[config.mk]
export PLATFORM = sky130hd
export DESIGN_NAME = class_tagged_fifo_top_flat
export DESIGN_NICKNAME = d
export VERILOG_FILES = /design/src/rtl/cft_pkg.sv /design/src/rtl/cft_if.sv /design/src/rtl/class_tagged_fifo_top.sv /design/src/rtl/cft_datapath.sv /design/src/rtl/cft_ctrl.sv /design/src/flat_wrapper.sv
export SDC_FILE = /design/constraint.sdc
export NUM_CORES = 1
export LEC_CHECK = 0
export BUFFER_PORTS_ARGS = -buffer_cell sky130_fd_sc_hd__buf_2
export CAP_MARGIN = 10
export CORE_ASPECT_RATIO = 0.5
export CORE_MARGIN = 8
export CORE_UTILIZATION = 50
export CTS_CLUSTER_DIAMETER = 40
export DETAILED_ROUTE_END_ITERATION = 16
export PLACE_DENSITY = 0.81
export REMOVE_ABC_BUFFERS = 1
export SKIP_LAST_GASP = 1
export SLEW_MARGIN = 25
export SYNTH_ARGS = -nofsm -noshare
export SYNTH_HDL_FRONTEND = slang
export SYNTH_SLANG_ARGS = --single-unit
[constraint.sdc]
create_clock -name clk -period 3.55 [get_ports clk]
set_input_delay 0.1775 -clock clk [delete_from_list [all_inputs] [get_ports clk]]
set_output_delay 0.1775 -clock clk [all_outputs]
set_load 0.05 [all_outputs]
[src/rtl/cft_pkg.sv]
// Package for the class tagged FIFO: sizes, function and status codes,
// and the command/status structs between controller and datapath.
// No dependencies.
package cft_pkg;

  localparam int DEPTH = 16;
  localparam int IDX_W = $clog2(DEPTH);
  localparam int OCC_W = $clog2(DEPTH + 1);
  localparam int ID_W  = 16;

  // function codes of an input item
  localparam logic [1:0] FN_ENQ      = 2'd0;
  localparam logic [1:0] FN_DEQ_C0   = 2'd1;
  localparam logic [1:0] FN_DEQ_C1   = 2'd2;
  localparam logic [1:0] FN_DEQ_ANY  = 2'd3;

  // status codes of a result
  localparam logic [1:0] ST_OK   = 2'd0;
  localparam logic [1:0] ST_FULL = 2'd1;
  localparam logic [1:0] ST_NONE = 2'd2;

  // commands from controller to datapath
  typedef struct packed {
    logic cmd_load;   // capture the accepted item
    logic enq;        // append at the tail, or report full
    logic find;       // register the oldest matching slot
    logic remove;     // pull the matched entry and close the gap
    logic out_load;   // move the result into the output register
  } cft_cmd_t;

  // status from datapath to controller
  typedef struct packed {
    logic is_enq;     // captured item is an enqueue
    logic out_busy;   // output register holds a result not taken this cycle
  } cft_sts_t;

endpackage

[src/rtl/cft_if.sv]
// Channel interfaces of the class tagged FIFO: request and result.
// Depends on cft_pkg.
interface cft_req_if
  import cft_pkg::*;
  (input logic clk);
  logic            valid;
  logic            ready;
  logic [1:0]      func;
  logic [ID_W-1:0] entry_id;
  logic            entry_class;

  modport source (output valid, func, entry_id, entry_class, input ready);
  modport sink   (input valid, func, entry_id, entry_class, output ready);
endinterface

interface cft_rsp_if
  import cft_pkg::*;
  (input logic clk);
  logic            valid;
  logic            ready;
  logic [1:0]      status;
  logic [ID_W-1:0] out_id;
  logic            out_class;

  modport source (output valid, status, out_id, out_class, input ready);
  modport sink   (input valid, status, out_id, out_class, output ready);
endinterface

[src/rtl/class_tagged_fifo_top.sv]
// Class tagged FIFO: enqueue, or dequeue the oldest entry of a class or overall.
// Steps: capture, then append for an enqueue, or match/select and shift for a dequeue, then
// result load, which waits while the previous result is not taken on rsp ready. A new
// request is taken only after the current item's result load, so one item is handled at a time.
// Reset (synchronous, rst high) empties the queue and clears the output valid.
// Depends on cft_pkg, cft_if, cft_ctrl, cft_datapath.
module class_tagged_fifo_top
  import cft_pkg::*;
(
  input  logic     clk,
  input  logic     rst,
  cft_req_if.sink  req,
  cft_rsp_if.source rsp
);

  cft_cmd_t cmd;
  cft_sts_t sts;

  cft_ctrl u_ctrl (
    .clk       (clk),
    .rst       (rst),
    .req_valid (req.valid),
    .req_ready (req.ready),
    .sts       (sts),
    .cmd       (cmd)
  );

  cft_datapath u_dp (
    .clk         (clk),
    .rst         (rst),
    .cmd         (cmd),
    .sts         (sts),
    .func        (req.func),
    .entry_id    (req.entry_id),
    .entry_class (req.entry_class),
    .out_valid   (rsp.valid),
    .out_ready   (rsp.ready),
    .status      (rsp.status),
    .out_id      (rsp.out_id),
    .out_class   (rsp.out_class)
  );

endmodule

[src/rtl/cft_datapath.sv]
// Datapath of the class tagged FIFO: shifting row of slots, occupancy,
// class match and priority select, result and output registers.
// Depends on cft_pkg.
module cft_datapath
  import cft_pkg::*;
(
  input  logic            clk,
  input  logic            rst,
  input  cft_cmd_t        cmd,
  output cft_sts_t        sts,
  input  logic [1:0]      func,
  input  logic [ID_W-1:0] entry_id,
  input  logic            entry_class,
  output logic            out_valid,
  input  logic            out_ready,
  output logic [1:0]      status,
  output logic [ID_W-1:0] out_id,
  output logic            out_class
);

  logic [ID_W-1:0]  slot_id [DEPTH];
  logic [DEPTH-1:0] slot_cls;
  logic [OCC_W-1:0] occ;

  logic [1:0]       cur_func;
  logic [ID_W-1:0]  cur_id;
  logic             cur_cls;

  logic [DEPTH-1:0] match;
  logic [DEPTH-1:0] sel;
  logic             found;
  logic [DEPTH-1:0] shift_mask;
  logic             full;

  logic [ID_W-1:0]  pick_id;
  logic             pick_cls;

  logic [1:0]       res_status;
  logic [ID_W-1:0]  res_id;
  logic             res_cls;

  assign full = (occ == OCC_W'(DEPTH));

  // flag occupied slots of the requested class
  always_comb begin
    for (int i = 0; i < DEPTH; i++) begin
      match[i] = (occ > OCC_W'(i)) &&
                 ((cur_func == FN_DEQ_ANY) || (slot_cls[i] == cur_func[1]));
    end
  end

  // slots at and after the selected one move down by one
  assign shift_mask = ~(sel - DEPTH'(1));

  // read the selected entry
  always_comb begin
    pick_id  = '0;
    pick_cls = 1'b0;
    for (int i = 0; i < DEPTH; i++) begin
      pick_id  = pick_id | (sel[i] ? slot_id[i] : '0);
      pick_cls = pick_cls | (sel[i] & slot_cls[i]);
    end
  end

  // hold the captured item
  always_ff @(posedge clk) begin
    if (cmd.cmd_load) begin
      cur_func <= func;
      cur_id   <= entry_id;
      cur_cls  <= entry_class;
    end
  end

  // register the oldest match as a one-hot select
  always_ff @(posedge clk) begin
    if (cmd.find) begin
      sel   <= match & (~match + DEPTH'(1));
      found <= |match;
    end
  end

  // append or remove in the slot row
  always_ff @(posedge clk) begin
    if (cmd.enq && !full) begin
      slot_id[occ[IDX_W-1:0]]  <= cur_id;
      slot_cls[occ[IDX_W-1:0]] <= cur_cls;
    end else if (cmd.remove && found) begin
      for (int i = 0; i < DEPTH - 1; i++) begin
        if (shift_mask[i]) begin
          slot_id[i]  <= slot_id[i+1];
          slot_cls[i] <= slot_cls[i+1];
        end
      end
    end
  end

  // track occupancy
  always_ff @(posedge clk) begin
    if (rst) begin
      occ <= '0;
    end else if (cmd.enq && !full) begin
      occ <= occ + OCC_W'(1);
    end else if (cmd.remove && found) begin
      occ <= occ - OCC_W'(1);
    end
  end

  // form the result
  always_ff @(posedge clk) begin
    if (cmd.enq) begin
      res_status <= full ? ST_FULL : ST_OK;
      res_id     <= '0;
      res_cls    <= 1'b0;
    end else if (cmd.remove) begin
      res_status <= found ? ST_OK : ST_NONE;
      res_id     <= found ? pick_id : '0;
      res_cls    <= found & pick_cls;
    end
  end

  // output register
  always_ff @(posedge clk) begin
    if (rst) begin
      out_valid <= 1'b0;
    end else if (cmd.out_load) begin
      out_valid <= 1'b1;
    end else if (out_ready) begin
      out_valid <= 1'b0;
    end
  end

  always_ff @(posedge clk) begin
    if (cmd.out_load) begin
      status    <= res_status;
      out_id    <= res_id;
      out_class <= res_cls;
    end
  end

  assign sts.is_enq   = (cur_func == FN_ENQ);
  assign sts.out_busy = out_valid && !out_ready;

endmodule

[src/rtl/cft_ctrl.sv]
// Controller of the class tagged FIFO: sequences capture, find, remove
// or append, and the result transfer.
// Depends on cft_pkg.
module cft_ctrl
  import cft_pkg::*;
(
  input  logic     clk,
  input  logic     rst,
  input  logic     req_valid,
  output logic     req_ready,
  input  cft_sts_t sts,
  output cft_cmd_t cmd
);

  typedef enum logic [2:0] {
    S_IDLE,
    S_DECODE,
    S_REMOVE,
    S_RESULT
  } state_t;

  state_t state;
  state_t state_next;

  assign req_ready = (state == S_IDLE);

  // next state and commands
  always_comb begin
    state_next = state;
    cmd        = '0;
    case (state)
      S_IDLE: begin
        if (req_valid) begin
          cmd.cmd_load = 1'b1;
          state_next   = S_DECODE;
        end
      end
      S_DECODE: begin
        if (sts.is_enq) begin
          cmd.enq    = 1'b1;
          state_next = S_RESULT;
        end else begin
          cmd.find   = 1'b1;
          state_next = S_REMOVE;
        end
      end
      S_REMOVE: begin
        cmd.remove = 1'b1;
        state_next = S_RESULT;
      end
      S_RESULT: begin
        if (!sts.out_busy) begin
          cmd.out_load = 1'b1;
          state_next   = S_IDLE;
        end
      end
      default: begin
        state_next = S_IDLE;
      end
    endcase
  end

  // hold state
  always_ff @(posedge clk) begin
    if (rst) begin
      state <= S_IDLE;
    end else begin
      state <= state_next;
    end
  end

endmodule

[src/flat_wrapper.sv]
// flat-port wrapper written by rule: the top's interface ports become plain ports
module class_tagged_fifo_top_flat import cft_pkg::*;
  (clk, rst, req_valid, req_func, req_entry_id, req_entry_class, req_ready, rsp_valid, rsp_status, rsp_out_id, rsp_out_class, rsp_ready);
  cft_req_if req_i (.clk(clk));
  cft_rsp_if rsp_i (.clk(clk));
  input  logic clk;
  input  logic rst;
  input wire logic [$bits(req_i.valid)-1:0] req_valid;
  input wire logic [$bits(req_i.func)-1:0] req_func;
  input wire logic [$bits(req_i.entry_id)-1:0] req_entry_id;
  input wire logic [$bits(req_i.entry_class)-1:0] req_entry_class;
  output wire logic [$bits(req_i.ready)-1:0] req_ready;
  output wire logic [$bits(rsp_i.valid)-1:0] rsp_valid;
  output wire logic [$bits(rsp_i.status)-1:0] rsp_status;
  output wire logic [$bits(rsp_i.out_id)-1:0] rsp_out_id;
  output wire logic [$bits(rsp_i.out_class)-1:0] rsp_out_class;
  input wire logic [$bits(rsp_i.ready)-1:0] rsp_ready;
  assign req_i.valid = req_valid;
  assign req_i.func = req_func;
  assign req_i.entry_id = req_entry_id;
  assign req_i.entry_class = req_entry_class;
  assign req_ready = req_i.ready;
  assign rsp_valid = rsp_i.valid;
  assign rsp_status = rsp_i.status;
  assign rsp_out_id = rsp_i.out_id;
  assign rsp_out_class = rsp_i.out_class;
  assign rsp_i.ready = rsp_ready;
  class_tagged_fifo_top u_core (.clk(clk), .rst(rst), .req(req_i), .rsp(rsp_i));
endmodule
==> metrics.txt <==
result of the run=complete, no violations; via/cell ratio=7.02; CTS Buf Count=36; adder-cell share of the synthesized area=0.824%; worst-case vdd ir drop=about 0.00038 V; max-slew violation count=0; Power Total=approximately 15 mW; die outline width=274 µm; register area share after synthesis=between 60% and 70%; H-tree depth=2; setup repair after global routing missed its margin=false; syn_area_per_cell=14.6 µm²; number of antenna violations at the first check in global routing=1; number of endpoints with negative hold slack in the final report=0; hold slack=0.0385 ns; max-cap viol count=0; maximum number of pins on one net before global-route repair=25; Yosys top cell by area=edfxtp_1; data required time at the worst endpoint=3.83 ns; largest fanout on the critical path=14; post-route DRC violation count=0; total leakage power=between 6 and 7 nW; number of setup violations in the final report=0; routability-driven placement congestion ratio=0.937; multiplexer share of the synthesized area=16.6%; number of nets in the layout=around 1,300; number of optimization iterations in the first detailed-route pass=6; number of placed instances, taps included=1,621; CTS sink count=around 350; Fmax=310 MHz; die outline area=~40,000 µm²; top post-synthesis cells by count=329 x edfxtp_1, 226 x mux2_2, 86 x a22o_1, 69 x a221oi_1, 69 x clkbuf_1; transition time at the pin with the least slew margin=1.06 ns; Post-Layout Cell Count=1,709; Syn Inst Count=roughly 1,100; Cell Pwr Density=767 nW/µm²; share of post-route cells with drive strength above 1=34.3%; number of different library cells in the post-synthesis netlist=55; Bufs on Longest Clock Path=3; clk root buf=clkbuf_16; synthesized cell area=16,700 µm²; remaining antenna violation count=0; Congestion Overflow GR=0; clock input transition at the sequential cells of the worst setup and hold paths=approximately 0.060 ns; Core Box Area=33,000 µm²; total half-perimeter wirelength after legalization and detailed placement=32.1 mm; total wirelength of the detailed-routed design=51.4 mm; startpoint type of the worst setup path=flip-flop; GRT Overall Usage=between 20% and 30%; Area growth syn-to-layout=14.8%; # port buffers=43; cell area after placement=~18,000 µm²; via count of the first global-routing pass=11,800; clock insertion delay at the later pin of the skew report=0.53 ns; cell with the most instances after synthesis=edfxtp_1; Primary FF master, synth=edfxtp_1; die boundary height=about 150 µm; number of DRC markers in iteration 0=2,185; clock tree from TritonCTS=yes; first-pass GRT wire length=74.8 mm; average wire per cell in the routed design=30.1 µm; final design instance area without fill=between 15,000 and 20,000 µm²; simple-gate area share of the yosys netlist=6.41%; aggregate negative setup slack=0 ns; boundary pin count=44; Post-synth EDFFs=329; XOR/XNOR share of the synthesized area=less than 1%; fraction of synthesis flops using an asynchronous set or reset pin=0%; biggest area contributors in the synthesized netlist=edfxtp_1 59%, mux2_2 15%, a22o_1 4.5%, a221oi_1 3.6%, dfxtp_1 3.0%; time the worst path needs with I/O delays and setup=3.22 ns; placement row count=47; Layout Skew=0.0145 ns; Crit path arrival time=3.50 ns; fraction of the mapped netlist area in compound gates=10.8%; total number of vias=12,000; Worst Path Class, Setup=reg2reg; warnings from Yosys=0; total of flip-flops plus latches after synthesis=roughly 350; Slew Limit Headroom=29.1%; type of element capturing the critical path=flip-flop; share of the synthesized area in the top cell type=roughly three fifths; ratio of final minimum period to clock period=90.8%; Tightest Hold Check Type=in2reg; largest family of logic cells by synthesized area=multiplexers; effective utilization at floorplan=approximately half
logic make-up (layout without fill, tap and decap cells):
| kind of cell | after synthesis | count (layout) |
|---|---|---|
| AND/OR/NAND/NOR | 200 | 200 |
| multiplexers | 243 | 243 |
| buffers and inverters | 102 | 223 |
| XOR/XNOR | 13 | 13 |
| AO/OA/AOI/OAI | 223 | 223 |
| other | 0 | 1 |
| flip-flops | 354 | 354 |
| adder cells (fa/ha/maj) | 11 | 11 |
flip-flops by register name (all words and copies together) (netlist names):
name	count
u_core.u_dp.cur_cls	1
u_core.u_dp.out_valid	1
u_core.u_ctrl.state	2
u_core.u_dp.status	2
u_core.u_dp.slot_cls	16
u_core.u_dp.res_id	16
u_core.u_dp.found	1
u_core.u_dp.out_class	1
u_core.u_dp.sel	16
u_core.u_dp.res_status	2
u_core.u_dp.cur_func	2
u_core.u_dp.occ	5
u_core.u_dp.slot_id	256
u_core.u_dp.cur_id	16
u_core.u_dp.res_cls	1
u_core.u_dp.out_id	16
worst max-delay path, cell delays in order (launching register included):
cell      delay (ns)
edfxtp_1        0.60
inv_1           0.13
ha_1            0.22
or4b_2          0.71
nor4_1          0.27
xor2_1          0.15
nor2_2          0.22
buf_4           0.30
mux2_2          0.38
layer usage:
layer,routed length [µm],global-route usage [%],up-vias
li1,-,-,4780
met1,18800,33.8,5872
met2,22100,36.5,1148
met3,8300,7.76,194
met4,2270,10.1,0
met5,0,0.250,-
layout make-up:
| cell class | instances | area, µm² |
|---|---|---|
| clock buffer | 51 | 1020 |
| antenna | 1 | 2.50 |
| sequential | 354 | 10400 |
| inverter | 14 | 52.6 |
| clock inverter | 15 | 174 |
| multi-input combinational | 690 | 5940 |
| timing repair buffer | 143 | 1050 |
| tap | 441 | 552 |
| fill | 2404 | 13800 |
where the power goes:
group / internal [mW] / leakage [nW] / switching [mW]
logic: 1.83 / 2.92 / 2.76
registers: 5.61 / 3.20 / 0.605
clock network: 2.24 / 0.571 / 1.65
total: 9.68 / 6.69 / 5.01
path summary, 6_finish.rpt:
check / from / to / slack (ns) / depth (start not counted)
setup / recovery: u_core.u_dp.sel[0] / u_core.u_dp.slot_id[14][12] / 0.33 / 8
hold / removal: rsp_ready / u_core.u_dp.out_valid / 0.04 / 4
setup reg to reg: u_core.u_dp.sel[0] / u_core.u_dp.slot_id[14][12] / 0.33 / 8
hold reg to reg: u_core.u_dp.res_status[1] / u_core.u_dp.status[1] / 0.41 / 0
through the flow:
| step | setup WS, ns | utilization, % |
|---|---|---|
| after CTS | 0.363 | 58.0 |
| after global placement | 0.478 | 53.8 |
| after detailed placement | 0.393 | 53.8 |
| after floorplan | 0.0731 | - |
| final | 0.326 | 58.1 |
| after global routing | 0.229 | 58.1 |
layout by cell type, fill, tap and decap left out, drive strengths merged, types with 3 or more instances in the layout:
master	instances
clkinv	4
or3	4
nor2	39
or4	3
a22o	86
nor2b	10
nor3	17
ha	11
a21o	20
dfxtp	25
dlygate4sd3	20
nor4	6
o221ai	5
mux2	242
o21ai	23
inv	18
bufinv	3
nor3b	6
nand4	22
xor2	8
edfxtp	329
clkinvlp	4
clkbuf	51
buf	123
nand3	22
xnor2	5
nand2	47
nand2b	9
a21oi	7
a221oi	69
nor4bb	3
and2	4
what timing repair did:
action | CTS | global route
hold buffers | 20 | 0
setup buffers | 0 | 0
gates resized for setup | 0 | 0
hold endpoints to repair | 27 | 0
(Power assumes the default switching activity.)
